**config.mk**
```make
export PLATFORM = sky130hd
export DESIGN_NAME = pcbs_front_flat
export DESIGN_NICKNAME = d
export VERILOG_FILES = /design/src/rtl/pcbs_pkg.sv /design/src/rtl/pcbs_in_if.sv /design/src/rtl/pcbs_front.sv /design/src/flat_wrapper.sv
export SDC_FILE = /design/constraint.sdc
export NUM_CORES = 1
export LEC_CHECK = 0
export ABC_CLOCK_PERIOD_IN_PS = 2800
export BUFFER_PORTS_ARGS = -buffer_cell sky130_fd_sc_hd__buf_2
export CORE_MARGIN = 4
export CORE_UTILIZATION = 40
export CTS_BUF_LIST = sky130_fd_sc_hd__clkbuf_4
export CTS_CLUSTER_SIZE = 40
export DETAILED_ROUTE_END_ITERATION = 10
export PLACE_DENSITY = 0.64
export SYNTH_ARGS = -nofsm -noshare
export SYNTH_HDL_FRONTEND = slang
export SYNTH_SLANG_ARGS = --single-unit
```
**constraint.sdc**
```tcl
create_clock -name clk -period 2.8 [get_ports clk]
set_clock_uncertainty 0.1 [all_clocks]
set_input_delay 0.28 -clock clk [delete_from_list [all_inputs] [get_ports clk]]
set_output_delay 0.28 -clock clk [all_outputs]
set_load 0.02 [all_outputs]
```
**src/rtl/pcbs_pkg.sv**
```systemverilog
`timescale 1ns / 1ps
package pcbs_pkg;

  localparam int STACK_DEPTH = 64;
  localparam int POS_BITS    = 24;
  localparam int COUNT_BITS  = 12;

  localparam int OFF_W  = 24;
  localparam int ARG_W  = 13;
  localparam int IDX_W  = $clog2(STACK_DEPTH);
  localparam int SCNT_W = $clog2(STACK_DEPTH + 1);

  localparam int QUEUE_DEPTH = 4;
  localparam int QPTR_W      = $clog2(QUEUE_DEPTH);
  localparam int QCNT_W      = $clog2(QUEUE_DEPTH + 1);

  typedef enum logic [2:0] {
    OP_NOP,
    OP_TOKEN,
    OP_PUSH,
    OP_POP,
    OP_COMMA
  } op_t;

  typedef enum logic {
    KIND_LINE  = 1'b0,
    KIND_PAREN = 1'b1
  } kind_t;

  // classified byte handed from front to back
  typedef struct packed {
    logic                  newline;
    op_t                   op;
    logic [POS_BITS-1:0]   pos;
    logic [COUNT_BITS-1:0] square;
    logic [COUNT_BITS-1:0] curly;
    logic                  last;
  } scan_item_t;

  typedef struct packed {
    logic [POS_BITS-1:0]   open_pos;
    logic [COUNT_BITS-1:0] commas;
    logic [COUNT_BITS-1:0] square;
    logic [COUNT_BITS-1:0] curly;
    logic                  tok_seen;
  } frame_t;

  localparam int FRAME_W = $bits(frame_t);

endpackage

```
**src/rtl/pcbs_in_if.sv**
```systemverilog
`timescale 1ns / 1ps
interface pcbs_in_if;
  logic       valid;
  logic       ready;
  logic [7:0] text_byte;
  logic       end_of_text;

  modport source(output valid, text_byte, end_of_text, input ready);
  modport sink(input valid, text_byte, end_of_text, output ready);
endinterface

```
**src/rtl/pcbs_front.sv**
```systemverilog
`timescale 1ns / 1ps
module pcbs_front (
  input  logic                 clk,
  input  logic                 rst,
  pcbs_in_if.sink              text_in,
  output logic                 enq_valid,
  output pcbs_pkg::scan_item_t enq_item,
  input  logic                 enq_ready
);

  localparam logic [7:0] CH_HASH   = 8'h23;
  localparam logic [7:0] CH_QUOTE  = 8'h22;
  localparam logic [7:0] CH_BSLASH = 8'h5C;
  localparam logic [7:0] CH_LPAREN = 8'h28;
  localparam logic [7:0] CH_RPAREN = 8'h29;
  localparam logic [7:0] CH_LSQ    = 8'h5B;
  localparam logic [7:0] CH_RSQ    = 8'h5D;
  localparam logic [7:0] CH_LCURLY = 8'h7B;
  localparam logic [7:0] CH_RCURLY = 8'h7D;
  localparam logic [7:0] CH_COMMA  = 8'h2C;
  localparam logic [7:0] CH_NL     = 8'h0A;

  localparam logic [pcbs_pkg::COUNT_BITS-1:0] CNT_MAX = '1;

  logic [pcbs_pkg::POS_BITS-1:0]   pos, pos_next;
  logic                            comment_on, comment_on_next;
  logic                            quote_on, quote_on_next;
  logic                            escape, escape_next;
  logic [pcbs_pkg::COUNT_BITS-1:0] square, square_next;
  logic [pcbs_pkg::COUNT_BITS-1:0] curly, curly_next;
  logic                            accept;
  logic [7:0]                      c;
  pcbs_pkg::op_t                   op;

  assign text_in.ready = enq_ready;
  assign accept        = text_in.valid && enq_ready;
  assign c             = text_in.text_byte;

  always_comb begin
    comment_on_next = comment_on;
    quote_on_next   = quote_on;
    escape_next     = escape;
    square_next     = square;
    curly_next      = curly;
    op              = pcbs_pkg::OP_NOP;
    if (comment_on) begin
      if (c == CH_NL) begin
        comment_on_next = 1'b0;
      end
    end else if (quote_on) begin
      if (escape) begin
        escape_next = 1'b0;
      end else if (c == CH_BSLASH) begin
        escape_next = 1'b1;
      end else if (c == CH_QUOTE) begin
        quote_on_next = 1'b0;
      end
    end else begin
      case (c)
        CH_HASH: comment_on_next = 1'b1;
        CH_QUOTE: begin
          quote_on_next = 1'b1;
          op            = pcbs_pkg::OP_TOKEN;
        end
        CH_LPAREN: op = pcbs_pkg::OP_PUSH;
        CH_RPAREN: op = pcbs_pkg::OP_POP;
        CH_COMMA:  op = pcbs_pkg::OP_COMMA;
        CH_LSQ: begin
          if (square != CNT_MAX) square_next = square + 1'b1;
          op = pcbs_pkg::OP_TOKEN;
        end
        CH_RSQ: begin
          if (square != '0) square_next = square - 1'b1;
          op = pcbs_pkg::OP_TOKEN;
        end
        CH_LCURLY: begin
          if (curly != CNT_MAX) curly_next = curly + 1'b1;
          op = pcbs_pkg::OP_TOKEN;
        end
        CH_RCURLY: begin
          if (curly != '0) curly_next = curly - 1'b1;
          op = pcbs_pkg::OP_TOKEN;
        end
        default: begin
          if (!(c inside {8'h20, [8'h09:8'h0D]})) op = pcbs_pkg::OP_TOKEN;
        end
      endcase
    end
    pos_next = pos + 1'b1;
  end

  always_comb begin
    enq_item.newline = (c == CH_NL);
    enq_item.op      = op;
    enq_item.pos     = pos;
    enq_item.square  = square;
    enq_item.curly   = curly;
    enq_item.last    = text_in.end_of_text;
    // drop bytes that leave nothing for the stack side to do
    enq_valid = accept && ((c == CH_NL) || (op != pcbs_pkg::OP_NOP) || text_in.end_of_text);
  end

  always_ff @(posedge clk) begin
    if (rst || (accept && text_in.end_of_text)) begin
      pos        <= '0;
      comment_on <= 1'b0;
      quote_on   <= 1'b0;
      escape     <= 1'b0;
      square     <= '0;
      curly      <= '0;
    end else if (accept) begin
      pos        <= pos_next;
      comment_on <= comment_on_next;
      quote_on   <= quote_on_next;
      escape     <= escape_next;
      square     <= square_next;
      curly      <= curly_next;
    end
  end

  assert property (@(posedge clk) disable iff (rst)
    escape |-> quote_on)
    else $error("escape pending outside a string");

endmodule

```
**src/flat_wrapper.sv**
```systemverilog
// flat-port wrapper written by rule: the top's interface ports become plain ports
module pcbs_front_flat 
  (clk, rst, enq_valid, enq_item, enq_ready, text_in_valid, text_in_text_byte, text_in_end_of_text, text_in_ready);
  pcbs_in_if text_in_i ();
  input  logic clk;
  input  logic rst;
  output logic enq_valid;
  output pcbs_pkg::scan_item_t enq_item;
  input  logic enq_ready;
  input wire logic [$bits(text_in_i.valid)-1:0] text_in_valid;
  input wire logic [$bits(text_in_i.text_byte)-1:0] text_in_text_byte;
  input wire logic [$bits(text_in_i.end_of_text)-1:0] text_in_end_of_text;
  output wire logic [$bits(text_in_i.ready)-1:0] text_in_ready;
  assign text_in_i.valid = text_in_valid;
  assign text_in_i.text_byte = text_in_text_byte;
  assign text_in_i.end_of_text = text_in_end_of_text;
  assign text_in_ready = text_in_i.ready;
  pcbs_front u_core (.clk(clk), .rst(rst), .text_in(text_in_i), .enq_valid(enq_valid), .enq_item(enq_item), .enq_ready(enq_ready));
endmodule
```
* After elaboration in Yosys (flattened, before gate mapping) *
Cells that the tools add are included.

word-level totals
  input bits = 13
  word-level logic and storage cells = 72
  output and inout bits = 55
  bits in registers = 51

operators by class
  multiplexer cells = 21
  equal/unequal tests = 18
  bitwise gates (word level) = 2
  add/sub/neg operators = 5
  reductions and logical operators = 18
  magnitude comparators = 2

operator list
  cell                   number
  $eq 8x6->1 const B     6
  $mux 12                4
  $pmux 12 s2            2
  $eq 8x7->1 const B     5
  $add 12x1->12 const B  2
  $add 24x1->24 const B  1
  $ne 12x12->1 const B   2
  $reduce_bool 12->1     2
  $sub 12x1->12 const B  2
  $pmux 3 s5             1
  $mux 1                 12
  $reduce_and 6->1       2
  $eq 8x4->1 const B     1
  $ge 8x4->1 const B     1
  $le 8x4->1 const B     1
  $ne 2x1->1 const B     4
  $mux 3                 2
  $reduce_bool 2->1      3
  $reduce_or 5->1        1
  $logic_and 1x1->1      4
  $logic_or 1x1->1       3
  $reduce_and 3->1       1
  $reduce_bool 3->1      1
  $not 1->1              2
  $reduce_and 2->1       1

* Logic depth before layout (Yosys ltp) *
  word-level depth = 11
  mapped depth = 11
  mapped depth without buffers = 10

* Worst setup path after synthesis *
OpenSTA, ideal clock, no wires.

  path type = input to register
  start point = in text_in_text_byte[2]
  end point = reg u_core.square[10] in the netlist's numbering
  stages on the path = 11
  setup time = 0.062 ns
  slack = 0.075 ns
  data arrival time = 2.562 ns
  buffers on the path = 1
  data required time = 2.638 ns
  cell sequence = buf_2 -> nand4b_1 -> or2_2 -> inv_1 -> ha_1 -> nor2b_1 -> o31a_1 -> o2111ai_1 -> a31oi_1 -> or3_1 -> nand3_1

between the ends
  word-level cells in the longest chain between the ends = 3
  elaborated cells on any way between the ends = 7
  those cells by class = eq/ne (4); mux (1); reduce/logical (2)

ends and longest elaborated chain
  element                                                           line                RTL
  from (decl)                                                       flat_wrapper.sv:11  input wire logic [$bits(text_in_i.text_byte)-1:0] text_in_text_byte;
  $eq 8x7->1                                                        pcbs_front.sv:59    case (c)
  $ne 2x1->1 (no source line) or $reduce_bool 2->1 (tied branches)  --
  $reduce_and 6->1 (no source line)                                 --
  to (signal assigned)                                              pcbs_front.sv:116   square <= square_next;
  to (decl)                                                         pcbs_front.sv:29    logic [pcbs_pkg::COUNT_BITS-1:0] square, square_next;

Parallel ways exist; a longest one is shown, timed or not.
A chain may end at the register's enable or synchronous reset.

* Final worst setup path *
  start point = in text_in_text_byte[1]
  end point = reg u_core.curly[11] in the netlist's numbering

between the ends
  word-level cells in the longest chain between the ends = 3
  elaborated cells on any way between the ends = 7
  those cells by class = eq/ne (4); mux (1); reduce/logical (2)

ends and longest elaborated chain
  element                                                           line               RTL
  $eq 8x7->1                                                        pcbs_front.sv:59
  $ne 2x1->1 (no source line) or $reduce_bool 2->1 (tied branches)  --
  $reduce_and 6->1 (no source line)                                 --
  to (signal assigned)                                              pcbs_front.sv:117  curly <= curly_next;
  to (decl)                                                         pcbs_front.sv:30   logic [pcbs_pkg::COUNT_BITS-1:0] curly, curly_next;

Parallel ways exist; a longest one is shown, timed or not.

==> impl_metrics.toml <==
[outcome]
outcome = "finished, final reports clean"

[synthesis]
synth_mux_area_share_pct = 3.00
synth_edf_count = 0
yosys_warnings = 0
ys_ff_latch = 51
yosys.area_share.adder_pct = 9.06
synth-async-reset-ratio_pct = 0
yosys.area_share.simple_pct = 30.4
synth_nets = 446
synthTopCellsByArea = "dfxtp_1, ha_1, nor2_1"
synth-xor-area-share_pct = 8.12
yosysTopAreaCell = "dfxtp_1"
syn_area_um2 = 3340
synth_area_per_cell_um2 = 8.15
synthDistinctLibCells = 51
synth_top_family_by_area = "simple AND/OR/NAND/NOR gates"
yosysSeqAreaShare_pct = 30.6
synth_top_area_share_pct = 30.6
syn-instance-count = 410
synth_compound_area_share_pct = 15.1
ys.flop_type = "dfxtp_1"

[setup_path]
r2r-start = "u_core.comment_on$_SDFFE_PP0P_"
critical_path.most_common_cell = "mux2i_1"
crit_required_ns = 3.00
crit_end = "u_core.curly[11]$_SDFFE_PP0P_"
path_depth = 11
worstSetupPathType = "input pin to register"
crit_family = "compound AO/OA/AOI/OAI gates"
startpoint = "text_in_text_byte[1]"
slowest_stage = "or2_2"
ff2ff_setup_slack_ns = 0.37
cp_slowest_stage_delay_ns = 0.38
crit_buf_inv = 2
crit_path_max_fanout = 7
worstPathCellList = "buf_2 > nand4b_1 > or2_2 > inv_1 > ha_1 > o21ai_0 > o21bai_1 > o2111ai_1 > a311oi_1 > mux2i_1 > mux2i_1"
r2r-end = "u_core.curly[11]$_SDFFE_PP0P_"
end_kind = "register"
critPathLaunchType = "input pin"
arrival_ns = 2.73
r2r.worst_path.cells = 6

[clock_network]
cts_tree = "built"
clk_pin_slew_worst_paths_ns = 0.16
ctsHoldBuffers = 0
cts_resized = 0
post_cts_buffers = 0
clk_latency_ns = 0.37
clk_root_buffer_cell = "clkbuf_4"
numClockSinks = 51
h-tree-depth = 2
cts_made_buffers = 5
clockBufferDepth = 2

[floorplan]
die_area_um2 = 9880
die_w_um = 99.4
core_area_um2 = 8180
io_pins = 68
die_y_um = 99.4
num_rows = 33
start_util_pct = 40.9

[sta]
grt_setup_unrepaired = "false"
layout_min_cycle_time_ns = 2.53
final.setup.tns_ns = 0
setup_viol = 0
relSlewSlack_pct = 33.9
tightest_slew_ns = 0.988
hold_viol_final = 0
worst_slack_ns = 0.268
timing.final.crit_share_pct = 90.4
holdWs_ns = 0.165
slew_viol_final = 0
fmax_ghz = 0.395

[global_route]
track_usage_pct = 16.6
grt-ovfl-total = 0
grt_pass1_wl_mm = 13.6
antenna_found_initial = 0
grt_max_degree = 32
first_global_vias = 2872

[drt]
drt_pre_antenna_iters = 6
detail-route-antenna-nets = 0
viasPerCell = 5.45
drtIter0Drc = 82
drc = 0
num_vias = 3218
routed_wl_mm = 8.29
avgRoutedWirePerCell_um = 14.0

[placement]
port_buffers = 67
post-place-ws_ns = -0.0820
postPlaceCellArea_um2 = 3840
dpl.hpwl_mm = 6.47
gp_congestion = 0.880
place_inst = 583

[finish]
instances_no_fill = 590
fin_util_pct = 47.9
area_growth_pct = 17.2
fin_area_um2 = 3920
drive_above_1_share_pct = 20.0
diodes = 0
fin_nets = 521

[pwr]
p_total_mw = 1.24
ir_drop_mv = 0.173
power.density_nw_per_um2 = 317
p_leak_nw = 1.70

[run]
maxCapViolCount = 0

[worst_hold_path]
hp-class = "input pin to register"
## metal layers
metal	track usage, %	up-vias	part of all wire, %
li1	-	1630	-
met1	22.5	1528	49
met2	27.8	53	47
met3	2.38	7	3.4
met4	3.99	0	1.1
met5	0	-	0
## synth_stat cells, types with 3 or more instances
master and n:
nor2_1 47, mux2i_1 10, buf_4 3, nor2b_1 5, nand3_1 19, inv_1 10, buf_1 4, dfxtp_1 51
o21ai_0 14, o31a_1 3, nand3b_1 6, nand2b_1 11, nand4_1 12, ha_1 21, nor3_1 11, o2111ai_1 4
xor2_1 17, nor4_1 10, o211ai_1 4, and2_1 4, o21a_1 5, a21o_1 3, buf_2 4, and3_1 4
a21oi_1 29, a211oi_1 4, nand4b_1 3, or3_1 7, a31oi_1 4, or2_2 4, nand2_1 36, xnor2_1 14
## power breakdown
part	total, mW	switching [mW]	leakage (nW)	internal [mW]
Sequential	0.730	0.00215	0.411	0.728
Combinational	0.0889	0.0551	1.25	0.0338
Clock	0.425	0.241	0.0373	0.183
## worst min-delay path by stage
stage,from,end,cells after the start
final,text_in_valid,u_core.pos[1]$_SDFFE_PP0P_,4
after CTS,text_in_valid,u_core.pos[1]$_SDFFE_PP0P_,4
after global placement,u_core.escape$_SDFFE_PP0P_,u_core.escape$_SDFFE_PP0P_,2
after detailed placement,u_core.escape$_SDFFE_PP0P_,u_core.escape$_SDFFE_PP0P_,2
after floorplan,u_core.escape$_SDFFE_PP0P_,u_core.escape$_SDFFE_PP0P_,2
after global routing,text_in_valid,u_core.pos[1]$_SDFFE_PP0P_,4
## cell families after synthesis
logic type / count (synthesis)
mux: 10
buf+inv: 25
flops: 51
compound gates: 80
fa+ha+maj: 23
xor+xnor: 31
simple gates: 190
## cell type report
cell class	instances	area, µm²
repair buffers	83	455
inverters	10	37.5
clock inverters	2	37.5
fillers	818	4260
multi-input cells	334	2200
flip-flops and latches	51	1020
clock buffers	5	37.5
well taps	105	131
## registers in the layout (all words and copies together), names as in the netlist
register,flops
u_core.square,12
u_core.curly,12
u_core.quote_on,1
u_core.escape,1
u_core.pos,24
u_core.comment_on,1
## worst reg2reg max path, stage by stage, from the launching register on
cell and delay, ns:
dfxtp_1 0.37, nor2_1 0.26, nand3_1 0.18, nor4b_4 0.91, nand2_1 0.15, mux2i_1 0.20, mux2i_1 0.21
## cells in the final DEF, fill, tap and decap left out, types with 14 or more instances in the layout
cell and n:
buf_2 67, dfxtp_1 51, nor2_1 47, nand2_1 36, a21oi_1 29, ha_1 21
nand3_1 19, xor2_1 17, buf_4 16, o21ai_0 14, xnor2_1 14
Note: power is estimated with default switching activity, not from simulation.
