[config.mk]
export PLATFORM = sky130hd
export DESIGN_NAME = pcbs_queue
export DESIGN_NICKNAME = d
export VERILOG_FILES = /design/src/rtl/pcbs_pkg.sv /design/src/rtl/pcbs_queue.sv
export SDC_FILE = /design/constraint.sdc
export NUM_CORES = 1
export LEC_CHECK = 0
export BUFFER_PORTS_ARGS = -buffer_cell sky130_fd_sc_hd__buf_2
export CAP_MARGIN = 10
export CORE_UTILIZATION = 51
export CTS_CLUSTER_DIAMETER = 80
export CTS_CLUSTER_SIZE = 12
export DETAILED_ROUTE_END_ITERATION = 10
export PLACE_DENSITY = 0.75
export SLEW_MARGIN = 20
export SYNTH_ARGS = -nofsm -noshare
export SYNTH_HDL_FRONTEND = slang
export SYNTH_SLANG_ARGS = --single-unit
[constraint.sdc]
create_clock -name clk -period 2.35 [get_ports clk]
set_input_delay 0.47 -clock clk [delete_from_list [all_inputs] [get_ports clk]]
set_output_delay 0.47 -clock clk [all_outputs]
set_load 0.02 [all_outputs]
[src/rtl/pcbs_pkg.sv]
`timescale 1ns / 1ps
package pcbs_pkg;

  localparam int STACK_DEPTH = 64;
  localparam int POS_BITS    = 24;
  localparam int COUNT_BITS  = 12;

  localparam int OFF_W  = 24;
  localparam int ARG_W  = 13;
  localparam int IDX_W  = $clog2(STACK_DEPTH);
  localparam int SCNT_W = $clog2(STACK_DEPTH + 1);

  localparam int QUEUE_DEPTH = 4;
  localparam int QPTR_W      = $clog2(QUEUE_DEPTH);
  localparam int QCNT_W      = $clog2(QUEUE_DEPTH + 1);

  typedef enum logic [2:0] {
    OP_NOP,
    OP_TOKEN,
    OP_PUSH,
    OP_POP,
    OP_COMMA
  } op_t;

  typedef enum logic {
    KIND_LINE  = 1'b0,
    KIND_PAREN = 1'b1
  } kind_t;

  // classified byte handed from front to back
  typedef struct packed {
    logic                  newline;
    op_t                   op;
    logic [POS_BITS-1:0]   pos;
    logic [COUNT_BITS-1:0] square;
    logic [COUNT_BITS-1:0] curly;
    logic                  last;
  } scan_item_t;

  typedef struct packed {
    logic [POS_BITS-1:0]   open_pos;
    logic [COUNT_BITS-1:0] commas;
    logic [COUNT_BITS-1:0] square;
    logic [COUNT_BITS-1:0] curly;
    logic                  tok_seen;
  } frame_t;

  localparam int FRAME_W = $bits(frame_t);

endpackage

[src/rtl/pcbs_queue.sv]
`timescale 1ns / 1ps
module pcbs_queue (
  input  logic                 clk,
  input  logic                 rst,
  input  logic                 enq_valid,
  input  pcbs_pkg::scan_item_t enq_item,
  output logic                 enq_ready,
  output logic                 deq_valid,
  output pcbs_pkg::scan_item_t deq_item,
  input  logic                 deq_pop
);

  pcbs_pkg::scan_item_t            slots [pcbs_pkg::QUEUE_DEPTH];
  logic [pcbs_pkg::QPTR_W-1:0]     wr_ptr, rd_ptr;
  logic [pcbs_pkg::QCNT_W-1:0]     fill;
  logic                            do_enq, do_deq;

  assign enq_ready = (fill != pcbs_pkg::QCNT_W'(pcbs_pkg::QUEUE_DEPTH));
  assign deq_valid = (fill != '0);
  assign deq_item  = slots[rd_ptr];
  assign do_enq    = enq_valid && enq_ready;
  assign do_deq    = deq_pop && deq_valid;

  always_ff @(posedge clk) begin
    if (do_enq) begin
      slots[wr_ptr] <= enq_item;
    end
  end

  always_ff @(posedge clk) begin
    if (rst) begin
      wr_ptr <= '0;
      rd_ptr <= '0;
      fill   <= '0;
    end else begin
      if (do_enq) wr_ptr <= wr_ptr + 1'b1;
      if (do_deq) rd_ptr <= rd_ptr + 1'b1;
      case ({do_enq, do_deq})
        2'b10:   fill <= fill + 1'b1;
        2'b01:   fill <= fill - 1'b1;
        default: fill <= fill;
      endcase
    end
  end

  assert property (@(posedge clk) disable iff (rst)
    fill <= pcbs_pkg::QCNT_W'(pcbs_pkg::QUEUE_DEPTH))
    else $error("queue fill beyond depth");

  assert property (@(posedge clk) disable iff (rst)
    (fill == '0) || (fill == pcbs_pkg::QCNT_W'(pcbs_pkg::QUEUE_DEPTH)) ||
    (wr_ptr != rd_ptr))
    else $error("queue pointers disagree with fill");

endmodule

# Word level (Yosys, flattened, before mapping)
# Memory sizes are Yosys's and may differ from the RTL's. A register that Yosys moved wholly into a read port is not among the register bits.
# Cells that the tools add are included.
[word_totals]
regBits = 7
ram_bits = 212
in_bits = 57
output_inout_bits = 55
word_cells = 20
memories = 1
[op_classes]
add_sub_neg = 4
eq_ne = 3
mux = 5
reduce_logical = 4
[mem_list]
columns = ["name", "depth", "word_bits", "rd", "rd_clocked_by_memory_dff", "wr", "line", "text"]
rows = [
  ["slots", 4, 53, 1, 1, 1, "pcbs_queue.sv:13", "pcbs_pkg::scan_item_t slots [pcbs_pkg::QUEUE_DEPTH];"],
]
[op_table]
columns = ["operator", "count"]
rows = [
  ["$pmux W3 S2", 1],
  ["$add A2 B1 Y2 const B", 2],
  ["$mux W2", 2],
  ["$add A3 B1 Y3 const B", 1],
  ["$ne A3 B3 Y1 const B", 1],
  ["$reduce_bool A3 Y1", 1],
  ["$sub A3 B1 Y3 const B", 1],
  ["$eq A2 B1 Y1 const B", 1],
  ["$eq A2 B2 Y1 const B", 1],
  ["$logic_and A1 B1 Y1", 2],
  ["$mux W1", 2],
  ["$reduce_bool A2 Y1", 1],
]

# Depth between registers and ports, before layout
# Gate-level depths: netlist of the first run.
[depth]
ltp_word = 4
ltp_mapped = 9

# Worst setup path after synthesis of the first run
# No wires, ideal clock.
[synth_path]
kind = "input to register"
startpoint = "input port enq_valid"
endpoint = "memory slots[2][0] in the netlist's numbering (enable)"
arrival_time_ns = 2.029
slack_ns = -0.095
stages = 2
n_path_buf = 0
cell_sequence = "a21boi_2 and2_1"
[synth_between]
elab_chain_len = 3
[synth_rtl]
columns = ["item", "line", "text"]
rows = [
  ["start, declared", "pcbs_queue.sv:5", "input logic enq_valid,"],
  ["$logic_and A1 B1 Y1", "pcbs_queue.sv:21", "assign do_enq = enq_valid && enq_ready;"],
  ["$mux W1", "pcbs_queue.sv:25", "if (do_enq) begin"],
  ["$mux W1 (implied by the code)", "pcbs_queue.sv:26", "slots[wr_ptr] <= enq_item;"],
  ["end, declared", "pcbs_queue.sv:13", ""],
]
# No other way between the ends.

==> impl_metrics.csv, run 1 <==
group,metric,value,unit
synth,ys_warn_count,0,
run,drv_cap,0,
cts,cts.htree.levels,1,
sta,tightestPinTransition,0.440,ns
synth,ys_seq_area_share,80.0,%
grt,antenna_found_initial,0,
grt,grt_pass1_vias,3969,
placed_design,io_buffers,111,
finish,nNetsFinal,531,
placed_design,place_congestion,0.724,
die,ios,112,
grt,grt_pass1_wl,20900,µm
synth,synthFlopType,"edfxtp_1",
critical_path,crit_top_cell,"buf_4",
cts,path_clk_slew,0.06,ns
finish,utilization,63.6,%
critical_path,crit_chain,"buf_4 -> buf_4 -> mux4_1 -> buf_2",
grt,grt_usage,16.9,%
critical_path,critPathKind,"reg -> out",
grt,grt_remaining_overflow,0,
synth,syn_nets,392,
cts,hold_buffers,0,
die,die_y,129,µm
critical_path,cp_max_fo,6,
sta,fin_crit,2.34,ns
power,leakage,3.31,nW
synth,synth-edff-count,212,
run_status,outcome,"completed",
cts,cts_tree,"yes",
finish,fin_cells,695,
min_path,min_path_type,"in -> reg",
detailed_routing,drtAntennaViolNets,0,
cts,clk_latency,0.49,ns
sta,max_clock_freq,0.427,GHz
detailed_routing,wl_per_cell,19.5,µm
detailed_routing,first_iter_violations,262,
power,vdd_drop_max,0.000727,V
detailed_routing,via_per_inst,5.31,
placed_design,dp_hpwl,7930,µm
power,cellPowerDensity,1120,nW/µm²
sta,rsz0062_at_grt,"true",
critical_path,cp.required,1.88,ns
cts,clockRootBuffer,"clkbuf_16",
die,initial_core_util,53.1,%
synth,syn_area,8190,µm²
synth,synth.avg_cell_area,24.9,µm²
detailed_routing,drt-total-wl,13600,µm
die,fp-row-count,45,
synth,synth_cell_types,25,
critical_path,worstPathArrival,1.87,ns
cts,cts.path.max_buffers,3,
die,die_area,16600,µm²
sta,final-hold-violation-count,0,
cts,cts_buffers,22,
critical_path,critPathMaxStageDelay,0.51,ns
sta,slew_headroom,70.3,%
cts,cts_sinks,221,
finish,drive_gt1_share,43.6,%
synth,postSynthCellCount,329,
sta,clock_skew,0.00862,ns
detailed_routing,drc_errors,0,
finish,syn_to_final_growth,19.9,%
die,core_area,15400,µm²
sta,slew_violations,0,
finish,final_common_cell,"edfxtp_1",
sta,setup_viol,0,
critical_path,end_kind,"primary output",
critical_path,cp-start-kind,"flop",
finish,n_antenna_cell,0,
grt,grt_max_degree,54,
finish,final_cell_mix,"212 x edfxtp_1, 105 x buf_2, 51 x mux4_2",
detailed_routing,dr.pass1.iters,4,
placed_design,dp_cells,649,
sta,period_share,99.6,%
critical_path,slowest_stage,"mux4_1",
die,die-width,129,µm
detailed_routing,vias,3692,
synth,ys_ff_latch,221,
synth,async_flop_share,0,%
[registers in the layout (all words and copies together), names as in the netlist, named ones only]
register and cells:
wr_ptr 2, rd_ptr 2, slots 212, fill 3
[layer usage]
metal	GRT usage (%)	vias up	share of wire [%]
met5	0	-	0
met4	4.64	0	1.6
met3	4.16	22	6.4
met2	29.2	108	51
met1	21.7	1896	41
li1	-	1666	-
[report_power, final]
part / total [mW] / internal [mW] / switching (mW)
Clock: 3.13 / 1.83 / 1.30
Combinational: 2.94 / 1.38 / 1.56
Sequential: 4.90 / 4.76 / 0.146
Total: 11.0 / 7.96 / 3.00
[synth_stat cells (2+ instances only)]
master | count | area [µm²]
edfxtp_1 | 212 | 6370
mux4_2 | 50 | 1130
dfxtp_1 | 9 | 180
nor2_1 | 9 | 33.8
inv_1 | 6 | 22.5
buf_12 | 5 | 100
buf_2 | 5 | 25.0
ha_1 | 5 | 62.6
and2_1 | 4 | 25.0
mux4_1 | 3 | 78.8
xor2_1 | 3 | 26.3
a21oi_1 | 2 | 10.0
clkbuf_1 | 2 | 7.51
nand2b_1 | 2 | 12.5
or3_1 | 2 | 12.5
[critical path: cells and delay by family, from the launching register on]
family,cells,cell delay [ns]
buffers and inverters,3,0.46
DFF,1,0.42
muxes,1,0.51
[final cells by class]
type / count / area [µm²]
inverters: 6 / 22.5
flip-flops and latches: 221 / 6550
repair buffers: 128 / 855
well taps: 211 / 264
multi-input cells: 89 / 1480
fillers: 1066 / 5610
clock inverters: 1 / 8.76
clock buffers: 39 / 636
[final timing paths]
| path | end | depth (start not counted) | from | slack [ns] |
|---|---|---|---|---|
| hold / removal | slots[1][50] | 1 | enq_item[50] | 0.19 |
| hold reg to reg | wr_ptr[1] | 2 | wr_ptr[1] | 0.53 |
| setup / recovery | deq_item[44] | 4 | flop | 0.009 |
| setup reg to reg | fill[2] | 9 | fill[1] | 0.32 |
[repair_timing]
action,4_1_cts,5_1_grt
gates resized for setup,3,13
setup buffers,3,1
cloned,1,1
endpoints found under the hold margin,0,0
setup endpoints to repair,44,24
[through the flow]
stage / worst slack, ns / area [µm²] / hold WS (ns) / setup TNS, ns / total power, mW
finish: 0.00873 / 9810 / 0.192 / 0 / 11.0
detailed placement: 0.230 / 9040 / 0.522 / 0 / 7.77
CTS: -0.0496 / 9740 / 0.181 / -0.523 / 11.0
floorplan: 0.433 / 8190 / 0.482 / 0 / 7.01
global route: -0.0551 / 9810 / 0.183 / -0.393 / 11.5
global placement: 0.300 / 9040 / 0.495 / 0 / 7.72
[kinds of logic (layout without fill, tap and decap cells)]
family | Yosys count | count (layout) | synth area share (%)
and+or+nand+nor | 18 | 18 | 1.07
adders and majority gates | 6 | 6 | 1.01
DFF | 221 | 221 | 80.0
buffers and inverters | 19 | 174 | 2.03
AOI/OAI and AO/OA | 6 | 6 | 0.535
xor gates and xnor gates | 4 | 4 | 0.428
muxes | 55 | 55 | 15.0
(Power assumes the default switching activity.)
==> inputs of run 2 (changes only) <==
--- a/config.mk
+++ b/config.mk
@@ -12,6 +12,7 @@
 export CTS_CLUSTER_SIZE = 12
 export DETAILED_ROUTE_END_ITERATION = 10
 export PLACE_DENSITY = 0.75
+export REMOVE_ABC_BUFFERS = 1
 export SLEW_MARGIN = 20
 export SYNTH_ARGS = -nofsm -noshare
 export SYNTH_HDL_FRONTEND = slang
==> run 2 against run 1 <==
Setup slack improved by 0.028 ns. Die area did not move. Maximum frequency rose by 1.2%. Non-clock buffer count up 4. Critical endpoint is now deq_item[39].
==> impl_metrics.csv, run 2 (same netlist as run 1, synthesis figures left out) <==
group,metric,value,unit
cts,cts.htree.levels,1,
sta,tightestPinTransition,0.453,ns
finish,stdcell_area,9840,µm²
critical_path,worstPathArrival,1.84,ns
power,vdd_drop_max,0.000755,V
critical_path,cp.required,1.88,ns
cts,clk_latency,0.48,ns
die,die_y,129,µm
detailed_routing,drt-total-wl,14100,µm
cts,hold_buffers,0,
grt,grt_usage,17.0,%
critical_path,cp_max_fo,9,
sta,slew_headroom,69.8,%
finish,n_fill_cell,1073,
finish,n_antenna_cell,0,
die,ios,112,
die,fp-row-count,45,
cts,cts_sinks,221,
grt,grt_pass1_wl,21000,µm
finish,final_cell_mix,"212 x edfxtp_1, 109 x buf_2, 53 x mux4_2",
grt,antenna_found_initial,0,
finish,syn_to_final_growth,20.2,%
finish,top_register,"slots",
detailed_routing,vias,3722,
placed_design,dp_hpwl,8160,µm
finish,drive_gt1_share,44.5,%
run_status,outcome,"completed",
placed_design,io_buffers,111,
detailed_routing,drtAntennaViolNets,0,
run,drv_cap,0,
sta,rsz0062_at_grt,"true",
finish,top_regs,"slots (212), fill (3)",
die,die-width,129,µm
grt,grt_remaining_overflow,0,
die,die_area,16600,µm²
sta,max_clock_freq,0.432,GHz
power,cellPowerDensity,1130,nW/µm²
finish,final_common_cell,"edfxtp_1",
grt,grt_pass1_vias,3911,
detailed_routing,via_per_inst,5.32,
sta,clock_skew,0.00939,ns
cts,cts.path.max_buffers,3,
placed_design,place_congestion,0.673,
detailed_routing,first_iter_violations,193,
detailed_routing,drc_errors,0,
critical_path,critPathKind,"reg -> out",
cts,cts_tree,"yes",
detailed_routing,wl_per_cell,20.2,µm
critical_path,cp-start-kind,"flop",
min_path,min_path_type,"in -> reg",
finish,nNetsFinal,535,
detailed_routing,dr.pass1.iters,4,
cts,cts_buffers,22,
die,initial_core_util,53.1,%
sta,fin_crit,2.31,ns
die,core_area,15400,µm²
cts,clockRootBuffer,"clkbuf_16",
critical_path,end_kind,"primary output",
sta,period_share,98.4,%
sta,setup_viol,0,
sta,final-hold-violation-count,0,
sta,setup_tns,0,ns
power,leakage,3.33,nW
placed_design,placed_area,9050,µm²
grt,grt_max_degree,54,
cts,path_clk_slew,0.06,ns
finish,largest_register_ffs,212,
sta,slew_violations,0,
-- run 2: changes by cell type in the layout (fill, tap and decap cells not counted) --
| cell | before | now |
|---|---|---|
| buf_12 | 8 | 7 |
| buf_2 | 105 | 109 |
| buf_4 | 8 | 9 |
| buf_6 | 5 | 2 |
| buf_8 | 0 | 1 |
| clkbuf_16 | 24 | 26 |
| mux4_1 | 2 | 0 |
| mux4_2 | 51 | 53 |
-- run 2: path summary, 6_finish.rpt --
| path | end | slack (ns) | from | cells past startpoint |
|---|---|---|---|---|
| hold reg to reg | wr_ptr[1] | 0.53 | wr_ptr[1] | 2 |
| setup / recovery | deq_item[39] | 0.04 | flop | 4 |
| hold / removal | slots[1][10] | 0.20 | enq_item[10] | 1 |
| setup reg to reg | fill[2] | 0.28 | fill[1] | 9 |
-- run 2: layout make-up --
type	count	area (µm²)	share of cell area [%]
sequential	221	6550	66.5
multi-input combinational	89	1470	14.9
timing repair buffer	132	893	9.07
clock buffer	39	636	6.46
tap	211	264	2.68
inverter	6	22.5	0.229
clock inverter	1	8.76	0.0890
-- run 2: critical path, cell delays in order (launching register included) --
cell and delay (ns):
dfxtp_4 0.35, buf_12 0.15, clkbuf_16 0.19, mux4_2 0.50, buf_2 0.17
-- run 2: what timing repair did --
item | 4_1_cts | 5_1_grt
cloned | 0 | 3
setup endpoints to repair | 44 | 49
buffers inserted | 2 | 3
resized for setup | 5 | 9
-- run 2: metal layers --
layer	track usage, %	part of all wire [%]
met5	0	0
met4	4.50	1.3
met3	3.78	5.2
met2	27.9	49
met1	23.3	45
-- run 2: where the power goes --
part | switching [mW] | internal (mW) | total (mW)
logic | 1.64 | 1.47 | 3.11
clock network | 1.31 | 1.83 | 3.14
registers | 0.114 | 4.76 | 4.87
total | 3.07 | 8.05 | 11.1
-- run 2: stage by stage --
step / hold slack, ns / instances / power, mW / worst slack [ns] / util, %
after floorplan: 0.481 / 316 / 6.83 / -1.19 / -
after global placement: 0.492 / 651 / 7.73 / 0.295 / 58.6
after detailed placement: 0.515 / 651 / 7.78 / 0.187 / 58.6
after CTS: 0.180 / 693 / 11.0 / -0.0531 / 62.9
after global routing: 0.179 / 699 / 11.6 / -0.0312 / 63.8
final: 0.201 / 699 / 11.1 / 0.0368 / 63.8
