File: config.mk
export PLATFORM = sky130hd
export DESIGN_NAME = pcbs_back_flat
export DESIGN_NICKNAME = d
export VERILOG_FILES = /design/src/rtl/pcbs_pkg.sv /design/src/rtl/pcbs_out_if.sv /design/src/rtl/pcbs_ram.sv /design/src/rtl/pcbs_back.sv /design/src/flat_wrapper.sv
export SDC_FILE = /design/constraint.sdc
export NUM_CORES = 2
export LEC_CHECK = 0
export BUFFER_PORTS_ARGS = -buffer_cell sky130_fd_sc_hd__buf_4
export CAP_MARGIN = 20
export CORE_MARGIN = 4
export CORE_UTILIZATION = 43
export DETAILED_ROUTE_END_ITERATION = 10
export PLACE_DENSITY = 0.56
export RECOVER_POWER = 50
export SETUP_SLACK_MARGIN = 0.02
export SLEW_MARGIN = 20
export SYNTH_ARGS = -nofsm -noshare
export SYNTH_HDL_FRONTEND = slang
export SYNTH_SLANG_ARGS = --single-unit
File: constraint.sdc
create_clock -name clk -period 5.6 [get_ports clk]
set_input_delay 1.12 -clock clk [delete_from_list [all_inputs] [get_ports clk]]
set_output_delay 1.12 -clock clk [all_outputs]
set_load 0.01 [all_outputs]
File: src/rtl/pcbs_pkg.sv
`timescale 1ns / 1ps
package pcbs_pkg;

  localparam int STACK_DEPTH = 64;
  localparam int POS_BITS    = 24;
  localparam int COUNT_BITS  = 12;

  localparam int OFF_W  = 24;
  localparam int ARG_W  = 13;
  localparam int IDX_W  = $clog2(STACK_DEPTH);
  localparam int SCNT_W = $clog2(STACK_DEPTH + 1);

  localparam int QUEUE_DEPTH = 4;
  localparam int QPTR_W      = $clog2(QUEUE_DEPTH);
  localparam int QCNT_W      = $clog2(QUEUE_DEPTH + 1);

  typedef enum logic [2:0] {
    OP_NOP,
    OP_TOKEN,
    OP_PUSH,
    OP_POP,
    OP_COMMA
  } op_t;

  typedef enum logic {
    KIND_LINE  = 1'b0,
    KIND_PAREN = 1'b1
  } kind_t;

  // classified byte handed from front to back
  typedef struct packed {
    logic                  newline;
    op_t                   op;
    logic [POS_BITS-1:0]   pos;
    logic [COUNT_BITS-1:0] square;
    logic [COUNT_BITS-1:0] curly;
    logic                  last;
  } scan_item_t;

  typedef struct packed {
    logic [POS_BITS-1:0]   open_pos;
    logic [COUNT_BITS-1:0] commas;
    logic [COUNT_BITS-1:0] square;
    logic [COUNT_BITS-1:0] curly;
    logic                  tok_seen;
  } frame_t;

  localparam int FRAME_W = $bits(frame_t);

endpackage

File: src/rtl/pcbs_out_if.sv
`timescale 1ns / 1ps
interface pcbs_out_if;
  logic                     valid;
  logic                     ready;
  logic                     result_kind;
  logic [pcbs_pkg::OFF_W-1:0] open_offset;
  logic [pcbs_pkg::OFF_W-1:0] mark_offset;
  logic [pcbs_pkg::ARG_W-1:0] arg_count;
  logic                     stack_overflowed;

  modport source(output valid, result_kind, open_offset, mark_offset, arg_count,
                 stack_overflowed, input ready);
  modport sink(input valid, result_kind, open_offset, mark_offset, arg_count,
               stack_overflowed, output ready);
endinterface

File: src/rtl/pcbs_ram.sv
`timescale 1ns / 1ps
module pcbs_ram #(
  parameter int WIDTH = 8,
  parameter int DEPTH = 16
) (
  input  logic                     clk,
  input  logic                     we,
  input  logic [$clog2(DEPTH)-1:0] waddr,
  input  logic [WIDTH-1:0]         wdata,
  input  logic [$clog2(DEPTH)-1:0] raddr,
  output logic [WIDTH-1:0]         rdata
);

  logic [WIDTH-1:0] mem [DEPTH];

  always_ff @(posedge clk) begin
    if (we) begin
      mem[waddr] <= wdata;
    end
    rdata <= mem[raddr];
  end

endmodule

File: src/rtl/pcbs_back.sv
`timescale 1ns / 1ps
module pcbs_back (
  input  logic                 clk,
  input  logic                 rst,
  input  logic                 deq_valid,
  input  pcbs_pkg::scan_item_t deq_item,
  output logic                 deq_pop,
  pcbs_out_if.source           result_out
);

  localparam logic [pcbs_pkg::COUNT_BITS-1:0] CNT_MAX = '1;
  localparam logic [pcbs_pkg::SCNT_W-1:0]     FULL    = pcbs_pkg::SCNT_W'(pcbs_pkg::STACK_DEPTH);

  logic [pcbs_pkg::SCNT_W-1:0] depth, depth_next;
  pcbs_pkg::frame_t            top, top_next, below, wr_frame, rd_frame, byp_frame;
  logic                        ovf, ovf_next;
  logic                        byp;
  logic                        we;
  logic [pcbs_pkg::IDX_W-1:0]  waddr, raddr;
  logic                        fire;
  logic                        res;
  logic                        res_kind;
  logic [pcbs_pkg::OFF_W-1:0]  res_open, res_mark;
  logic [pcbs_pkg::ARG_W-1:0]  res_args;
  logic                        out_valid;

  assign fire    = deq_valid && (!out_valid || result_out.ready);
  assign deq_pop = fire;
  assign below   = byp ? byp_frame : rd_frame;

  always_comb begin
    depth_next = depth;
    top_next   = top;
    ovf_next   = ovf;
    we         = 1'b0;
    wr_frame   = top;
    wr_frame.tok_seen = 1'b1;
    waddr      = pcbs_pkg::IDX_W'(depth - 1'b1);
    res        = 1'b0;
    res_kind   = pcbs_pkg::KIND_LINE;
    res_open   = '0;
    res_mark   = '0;
    res_args   = '0;
    if (fire) begin
      case (deq_item.op)
        pcbs_pkg::OP_TOKEN: begin
          if (depth != '0) top_next.tok_seen = 1'b1;
        end
        pcbs_pkg::OP_COMMA: begin
          if (depth != '0) begin
            if (deq_item.square == top.square && deq_item.curly == top.curly) begin
              if (top.commas != CNT_MAX) top_next.commas = top.commas + 1'b1;
            end else begin
              top_next.tok_seen = 1'b1;
            end
          end
        end
        pcbs_pkg::OP_PUSH: begin
          if (depth == FULL) begin
            // drop the paren; the enclosing frame still sees a token
            ovf_next          = 1'b1;
            top_next.tok_seen = 1'b1;
          end else begin
            we                = (depth != '0);
            top_next.open_pos = deq_item.pos;
            top_next.commas   = '0;
            top_next.square   = deq_item.square;
            top_next.curly    = deq_item.curly;
            top_next.tok_seen = 1'b0;
            depth_next        = depth + 1'b1;
          end
        end
        pcbs_pkg::OP_POP: begin
          if (depth != '0) begin
            res      = 1'b1;
            res_kind = pcbs_pkg::KIND_PAREN;
            res_open = pcbs_pkg::OFF_W'(top.open_pos);
            res_mark = pcbs_pkg::OFF_W'(deq_item.pos);
            res_args = top.tok_seen ?
                       pcbs_pkg::ARG_W'({1'b0, top.commas} + 1'b1) : '0;
            depth_next        = depth - 1'b1;
            top_next          = below;
            top_next.tok_seen = 1'b1;
          end
        end
        default: ;
      endcase
      if (deq_item.newline) begin
        res      = 1'b1;
        res_kind = pcbs_pkg::KIND_LINE;
        res_mark = pcbs_pkg::OFF_W'(deq_item.pos + 1'b1);
      end
    end
  end

  // prefetch the frame under the top for the next cycle's depth
  assign raddr = pcbs_pkg::IDX_W'(depth_next - pcbs_pkg::SCNT_W'(2));

  pcbs_ram #(
    .WIDTH (pcbs_pkg::FRAME_W),
    .DEPTH (pcbs_pkg::STACK_DEPTH)
  ) u_frames (
    .clk   (clk),
    .we    (we),
    .waddr (waddr),
    .wdata (wr_frame),
    .raddr (raddr),
    .rdata (rd_frame)
  );

  always_ff @(posedge clk) begin
    byp_frame <= wr_frame;
    top       <= top_next;
  end

  always_ff @(posedge clk) begin
    if (rst) begin
      depth <= '0;
      ovf   <= 1'b0;
      byp   <= 1'b0;
    end else begin
      byp <= we && (waddr == raddr);
      if (fire && deq_item.last) begin
        depth <= '0;
        ovf   <= 1'b0;
      end else begin
        depth <= depth_next;
        ovf   <= ovf_next;
      end
    end
  end

  always_ff @(posedge clk) begin
    if (rst) begin
      out_valid <= 1'b0;
    end else if (fire && res) begin
      out_valid <= 1'b1;
    end else if (result_out.ready) begin
      out_valid <= 1'b0;
    end
  end

  always_ff @(posedge clk) begin
    if (fire && res) begin
      result_out.result_kind      <= res_kind;
      result_out.open_offset      <= res_open;
      result_out.mark_offset      <= res_mark;
      result_out.arg_count        <= res_args;
      result_out.stack_overflowed <= ovf_next;
    end
  end

  assign result_out.valid = out_valid;

  assert property (@(posedge clk) disable iff (rst)
    depth <= FULL)
    else $error("frame stack depth beyond capacity");

  assert property (@(posedge clk) disable iff (rst)
    fire && deq_item.last |=> depth == '0 && !ovf)
    else $error("stack not cleared after last byte");

  assert property (@(posedge clk) disable iff (rst)
    fire && deq_item.op == pcbs_pkg::OP_POP && depth != '0 |=>
      result_out.valid && result_out.result_kind == pcbs_pkg::KIND_PAREN)
    else $error("matched close paren gave no boundary item");

  assert property (@(posedge clk) disable iff (rst)
    fire && deq_item.op == pcbs_pkg::OP_PUSH && depth == FULL && !deq_item.last |=> ovf)
    else $error("overflow not recorded on full stack");

endmodule

File: src/flat_wrapper.sv
// flat-port wrapper written by rule: the top's interface ports become plain ports
module pcbs_back_flat 
  (clk, rst, deq_valid, deq_item, deq_pop, result_out_valid, result_out_result_kind, result_out_open_offset, result_out_mark_offset, result_out_arg_count, result_out_stack_overflowed, result_out_ready);
  pcbs_out_if result_out_i ();
  input  logic clk;
  input  logic rst;
  input  logic deq_valid;
  input  pcbs_pkg::scan_item_t deq_item;
  output logic deq_pop;
  output wire logic [$bits(result_out_i.valid)-1:0] result_out_valid;
  output wire logic [$bits(result_out_i.result_kind)-1:0] result_out_result_kind;
  output wire logic [$bits(result_out_i.open_offset)-1:0] result_out_open_offset;
  output wire logic [$bits(result_out_i.mark_offset)-1:0] result_out_mark_offset;
  output wire logic [$bits(result_out_i.arg_count)-1:0] result_out_arg_count;
  output wire logic [$bits(result_out_i.stack_overflowed)-1:0] result_out_stack_overflowed;
  input wire logic [$bits(result_out_i.ready)-1:0] result_out_ready;
  assign result_out_valid = result_out_i.valid;
  assign result_out_result_kind = result_out_i.result_kind;
  assign result_out_open_offset = result_out_i.open_offset;
  assign result_out_mark_offset = result_out_i.mark_offset;
  assign result_out_arg_count = result_out_i.arg_count;
  assign result_out_stack_overflowed = result_out_i.stack_overflowed;
  assign result_out_i.ready = result_out_ready;
  pcbs_back u_core (.clk(clk), .rst(rst), .deq_valid(deq_valid), .deq_item(deq_item), .deq_pop(deq_pop), .result_out(result_out_i));
endmodule
* After elaboration in Yosys (flattened, before gate mapping)
Memories as Yosys holds them, arrays and structs flattened. A register that Yosys moved wholly into a read port is not among the register bits.
Cells that the tools add are included.
** Word-level totals
- ROM bits :: 0
- Output and inout port bits :: 65
- Memory bits (writable) :: 3840
- Memories kept :: 1
- Bits in registers :: 255
- Word-level logic and storage cells :: 97
- Bits in latches :: 0
** Memories
- u_core.u_frames.mem :: words 64, width 60, rd ports 1, clocked after Yosys merged registers in 1, wr ports 1, RTL line pcbs_ram.sv:14 : logic [WIDTH-1:0] mem [DEPTH];
** Cells by class
- Magnitude comparators :: 0
- Reduce and logical (&&, ||, !) cells :: 19
- Multiplexer cells :: 35
- Eq/ne operators :: 16
- Add/sub/neg operators :: 6
- Div/mod/pow operators :: 0
- Shift operators :: 0
- Bitwise operators :: 1
- Multipliers :: 0
** Operators with widths (number)
- 2-to-1 mux 61 bit :: 2
- case mux 24 bit (2 select lines) :: 2
- 2-to-1 mux 24 bit :: 3
- 2-to-1 mux 60 bit :: 1
- 2-to-1 mux 12 bit :: 3
- case mux 12 bit (3 select lines) :: 1
- adder 24 x 1 -> 24 bit (second input constant) :: 1
- == test 12 bit :: 2
- 2-to-1 mux 7 bit :: 3
- 2-to-1 mux 1 bit :: 18
- case mux 7 bit (2 select lines) :: 1
- adder 12 x 1 -> 13 bit (second input constant) :: 1
- adder 12 x 1 -> 12 bit (second input constant) :: 1
- inequality test 12 bit (second input constant) :: 1
- inequality test 2 x 1 -> 1 bit (second input constant) :: 5
- AND reduction 4 bit :: 2
- adder 7 x 1 -> 7 bit (second input constant) :: 1
- == test 7 bit (second input constant) :: 1
- AND reduction 7 bit :: 1
- nonzero test 7 bit :: 1
- subtractor 7 x 1 -> 7 bit (second input constant) :: 1
- == test 3 x 2 -> 1 bit (second input constant) :: 2
- == test 6 bit :: 1
- AND reduction 6 bit :: 1
- 14 further kinds :: 21

* Logic depth before layout (Yosys ltp)
- Word-level depth :: 7
- Gate-level depth with buffers :: 24
- Gate-level depth less buffers :: 17

* Modules after synthesis
From an unflattened synthesis, not the netlist that was laid out.
** Unflattened totals
- Cells, all modules :: 7060
- Area total of the unflattened synthesis :: 157402.2 um2
** Modules (own cells, without submodules)
- pcbs_ram :: instances 1, cells an instance 6344, area each 148992.9 um2, sequential area each 118453.6 um2
- pcbs_back :: instances 1, cells an instance 716, area each 8409.3 um2, sequential area each 5124.9 um2

* Worst setup path after synthesis
No wires, ideal clock.
- Path kind :: input to register
- Start point :: input result_out_ready
- End point :: memory u_core.u_frames.mem[0][0] (netlist bit) (enable)
- Required time :: 5.122 ns
- Path buffers :: 1
- Stages on the path :: 8
- Library setup time :: 0.478 ns
- Arrival :: 4.822 ns
- Slack :: 0.300 ns
- Path through :: nand2b_1 > clkbuf_1 > nand3_1 > nor2_1 > nand2_1 > nor2_1 > nand3_1 > nor2_1
** On the way
- Longest elaborated chain between the ends :: 5
** Ends and longest elaborated chain
- start, declared :: RTL line flat_wrapper.sv:16 : input wire logic [$bits(result_out_i.ready)-1:0] result_out_ready;
- logical OR 1 bit :: RTL line pcbs_back.sv:27 : assign fire = deq_valid && (!out_valid || result_out.ready);
- logical AND 1 bit :: RTL line pcbs_back.sv:27
- 2-to-1 mux 1 bit :: RTL line pcbs_back.sv:44 : if (fire) begin
- 2-to-1 mux 1 bit :: RTL line pcbs_ram.sv:17 : if (we) begin
- 2-to-1 mux 1 bit (not written as such) :: RTL line pcbs_ram.sv:18 : mem[waddr] <= wdata;
- end, declared :: RTL line pcbs_ram.sv:14
Every way passes these cells.

* Worst setup path after layout
- Start point :: register u_core.byp
- End point :: register u_core.top[11] (netlist bit) (data pin)
** On the way
- Longest elaborated chain between the ends :: 3
** Ends and longest elaborated chain
- start, declared :: RTL line pcbs_back.sv:17 : logic byp;
- start signal, assigned :: RTL line pcbs_back.sv:122 : byp <= we && (waddr == raddr);
- 2-to-1 mux 61 bit :: RTL line pcbs_back.sv:29 : assign below = byp ? byp_frame : rd_frame;
- 2-to-1 mux 61 bit :: RTL line pcbs_back.sv:74 : if (depth != '0) begin
- case mux 24 bit (2 select lines) :: RTL line pcbs_back.sv:45 : case (deq_item.op)
- end signal, assigned :: RTL line pcbs_back.sv:113 : top <= top_next;
- end, declared :: RTL line pcbs_back.sv:15 : pcbs_pkg::frame_t top, top_next, below, wr_frame, rd_frame, byp_frame;
Every way passes these cells. The select of a mux whose other input is x is not followed.
A chain may end at the register's enable or synchronous reset.

==> impl_metrics.yaml <==
setup_path:
  rr_startpoint: "u_core.byp$_SDFF_PP0_"
  crit_path_max_fanout: 34
  cp-start-kind: "flip-flop"
  path_class: "flip-flop to flip-flop"
  startpoint: "u_core.byp$_SDFF_PP0_"
  cp.arrival_ns: 5.76
  required_ns: 6.26
  cp-end-kind: "flip-flop"
layout:
  layout_common_cells: "edfxtp_1, nand2_1, a21oi_1, mux4_2, clkbuf_16"
  stdcell_count: 15080
  final_common_cell: "edfxtp_1"
  num-nets-final: 9950
  drive_gt1_share_pct: 16.93
  syn2layout_area_growth_pct: 15.42
global_routing:
  gr-total-overflow: 0
  antenna_found_initial: 33
  track_usage_pct: 25.68
  grt_first_pass_wirelength_mm: 695.1
  grt_max_degree: 179
  grt_pass1_vias: 88350
synth:
  yosys_warnings: 0
  yosysTopAreaCell: "edfxtp_1"
  ys_seq_area_share_pct: 76.97
  syn_avg_cell_area_um2: 16.74
  synth_edf_count: 3964
  synthCells: 9441
  synth.cell_area_um2: 158000
  synthDistinctLibCells: 64
  synth_seq_cells: 4094
  synth_async_sr_flop_share_pct: 0
  syn-num-nets: 9504
  synthFlopType: "edfxtp_1"
  synthTopCellsByArea: "edfxtp_1, mux4_2, nand2_1"
  yosysTopAreaCellShare_pct: 75.32
clocking:
  cts_resized: 0
  cts_tree: "built"
  cts_hold_buf: 0
  clock_sinks: 4094
  cts_max_level: 5
  cts_buffers: 419
  clockBufferDepth: 4
  path_clk_slew_ns: 0.07
  insertion_delay_ns: 0.97
  post_cts_buffers: 0
  clockRootBuffer: "clkbuf_16"
drt:
  route.detailed.drc: 0
  wirelength_mm: 498.4
  vias_per_cell: 6.119
  drt-wirelength-per-cell_um: 33.05
  dr.pass1.iters: 6
  drtIter0Drc: 13680
  route.vias.total: 92290
  ant_nets: 0
pwr:
  finalPower_mw: 63.67
  clkPwrFrac_pct: 42.6
  p_sw_share_pct: 21.59
  p_sw_mw: 13.75
  p_per_area_nw_per_um2: 349.1
  peakVddDrop_mv: 0.2791
  p_leak_nw: 59.99
  p_int_mw: 49.92
  power_frac_seq_pct: 52.6
  combPwrFrac_pct: 4.8
floorplanning:
  rows: 222
  die_y_um: 614.2
  die-area_um2: 377300
  dieWidth_um: 614.2
  start_util_pct: 43.20
  pin_count: 122
  coreArea_um2: 365800
sta:
  worst_slack_ns: 0.4947
  final.period_utilization_pct: 91.17
  rsz0062_at_grt: "no"
  setup_viol: 0
  hold_violations: 0
  tightest_slew_ns: 3.117
  fin_setup_tns_ns: 0
  max_freq_mhz: 195.9
  min_period_ns: 5.105
  slew_headroom_pct: -107.8
  slew_viol_final: 4127
  finalClockSkew_ns: 0.05179
placement:
  detailedPlace.worstSlack_ns: 0.2439
  gp_congestion: 0.8810
  dp_cells: 14280
  place_hpwl_mm: 268.9
  port_buffers: 121
worst_hold_path:
  hp-class: "input port to flip-flop"
  min-delay-start: "deq_item[9]"
run_status:
  violations: "max-capacitance violations, max-slew violations"
  status: "finished with violations"
flow_run:
  max_cap_violations: 65
-- logic make-up after synthesis --
kind of cell	Yosys count	synth area share (%)
flops	4094	76.97
compound gates	1489	5.857
buf+inv	637	1.686
simple gates	2417	6.623
fa+ha+maj	6	0.04750
mux	745	8.519
xor+xnor	53	0.2985
-- power groups by stage --
stage	Combinational [mW]	Clock, mW	Sequential, mW
CTS	3.07	27.5	33.5
global placement	3.03	0	34.1
global route	3.27	28.8	33.5
finish	3.05	27.1	33.5
floorplan	1.82	0	34.2
detailed placement	3.06	0	34.1
-- worst max-delay path, stage by stage, from the launching register on --
cell and delay (ns):
dfxtp_1 2.36, clkbuf_2 1.75, mux2i_1 0.50, o21ai_0 0.14
-- stage by stage --
stage	hold slack (ns)	cell area [um2]	util (%)
floorplan	0.4799	158000	-
global placement	0.5605	169400	46.31
detailed placement	0.5665	169500	46.32
CTS	0.4105	182700	49.94
global route	0.4417	182400	49.85
finish	0.4798	182400	49.86
-- area by class of cell --
| type | instances | area [um2] |
|---|---|---|
| fill | 29940 | 183400 |
| sequential | 4094 | 121600 |
| multi-input combinational | 4710 | 34370 |
| clock buffer | 545 | 11200 |
| timing repair buffer | 647 | 7037 |
| tap | 4816 | 6026 |
| clock inverter | 238 | 2014 |
| inverter | 15 | 63.81 |
| antenna | 17 | 42.54 |
-- cell usage after synthesis (all sizes together), types with 10 or more instances --
cell type and n:
a22o 59, dfxtp 130, or2 10, edfxtp 3964, xor2 26, clkbuf 371
mux2i 265, a32oi 57, o22ai 13, nand3 388, nand2 1613, inv 14
and3 32, a22oi 228, nor4 11, nor3 18, o21ai 52, a21oi 846
nor2 128, xnor2 27, buf 251, nand4 128, o31ai 60, and4 57
mux4 480, a221oi 131
-- registers in the layout, indices dropped and copies added, names as in the netlist --
register,flops
u_core.byp,1
u_core.byp_frame,60
u_core.depth,7
u_core.ovf,1
u_core.result_out.arg_count,13
u_core.result_out.mark_offset,24
u_core.result_out.open_offset,24
u_core.result_out.result_kind,1
u_core.result_out.stack_overflowed,1
u_core.result_out.valid,1
u_core.top,61
u_core.u_frames.mem,3840
u_core.u_frames.rdata,60
-- metal layers --
layer,vias to the layer above,global-route usage (%),part of all wire [%],wire (um)
li1,38090,-,-,-
met1,48300,36.22,40,199500
met2,4968,40.65,47,234400
met3,928,3.585,8.5,42590
met4,6,10.03,4.4,21890
met5,-,0,0.0080,40
-- worst paths after layout --
check / depth (start not counted) / endpoint / slack [ns]
setup reg to reg: 3 / u_core.top[11]$_DFFE_PP_ / 0.49
hold / removal: 3 / u_core.top[9]$_DFFE_PP_ / 0.48
setup / recovery: 3 / u_core.top[11]$_DFFE_PP_ / 0.49
hold reg to reg: 1 / u_core.result_out.open_offset[0]$_SDFFCE_PN0P_ / 0.57
Power figures use the tool's default switching activity.
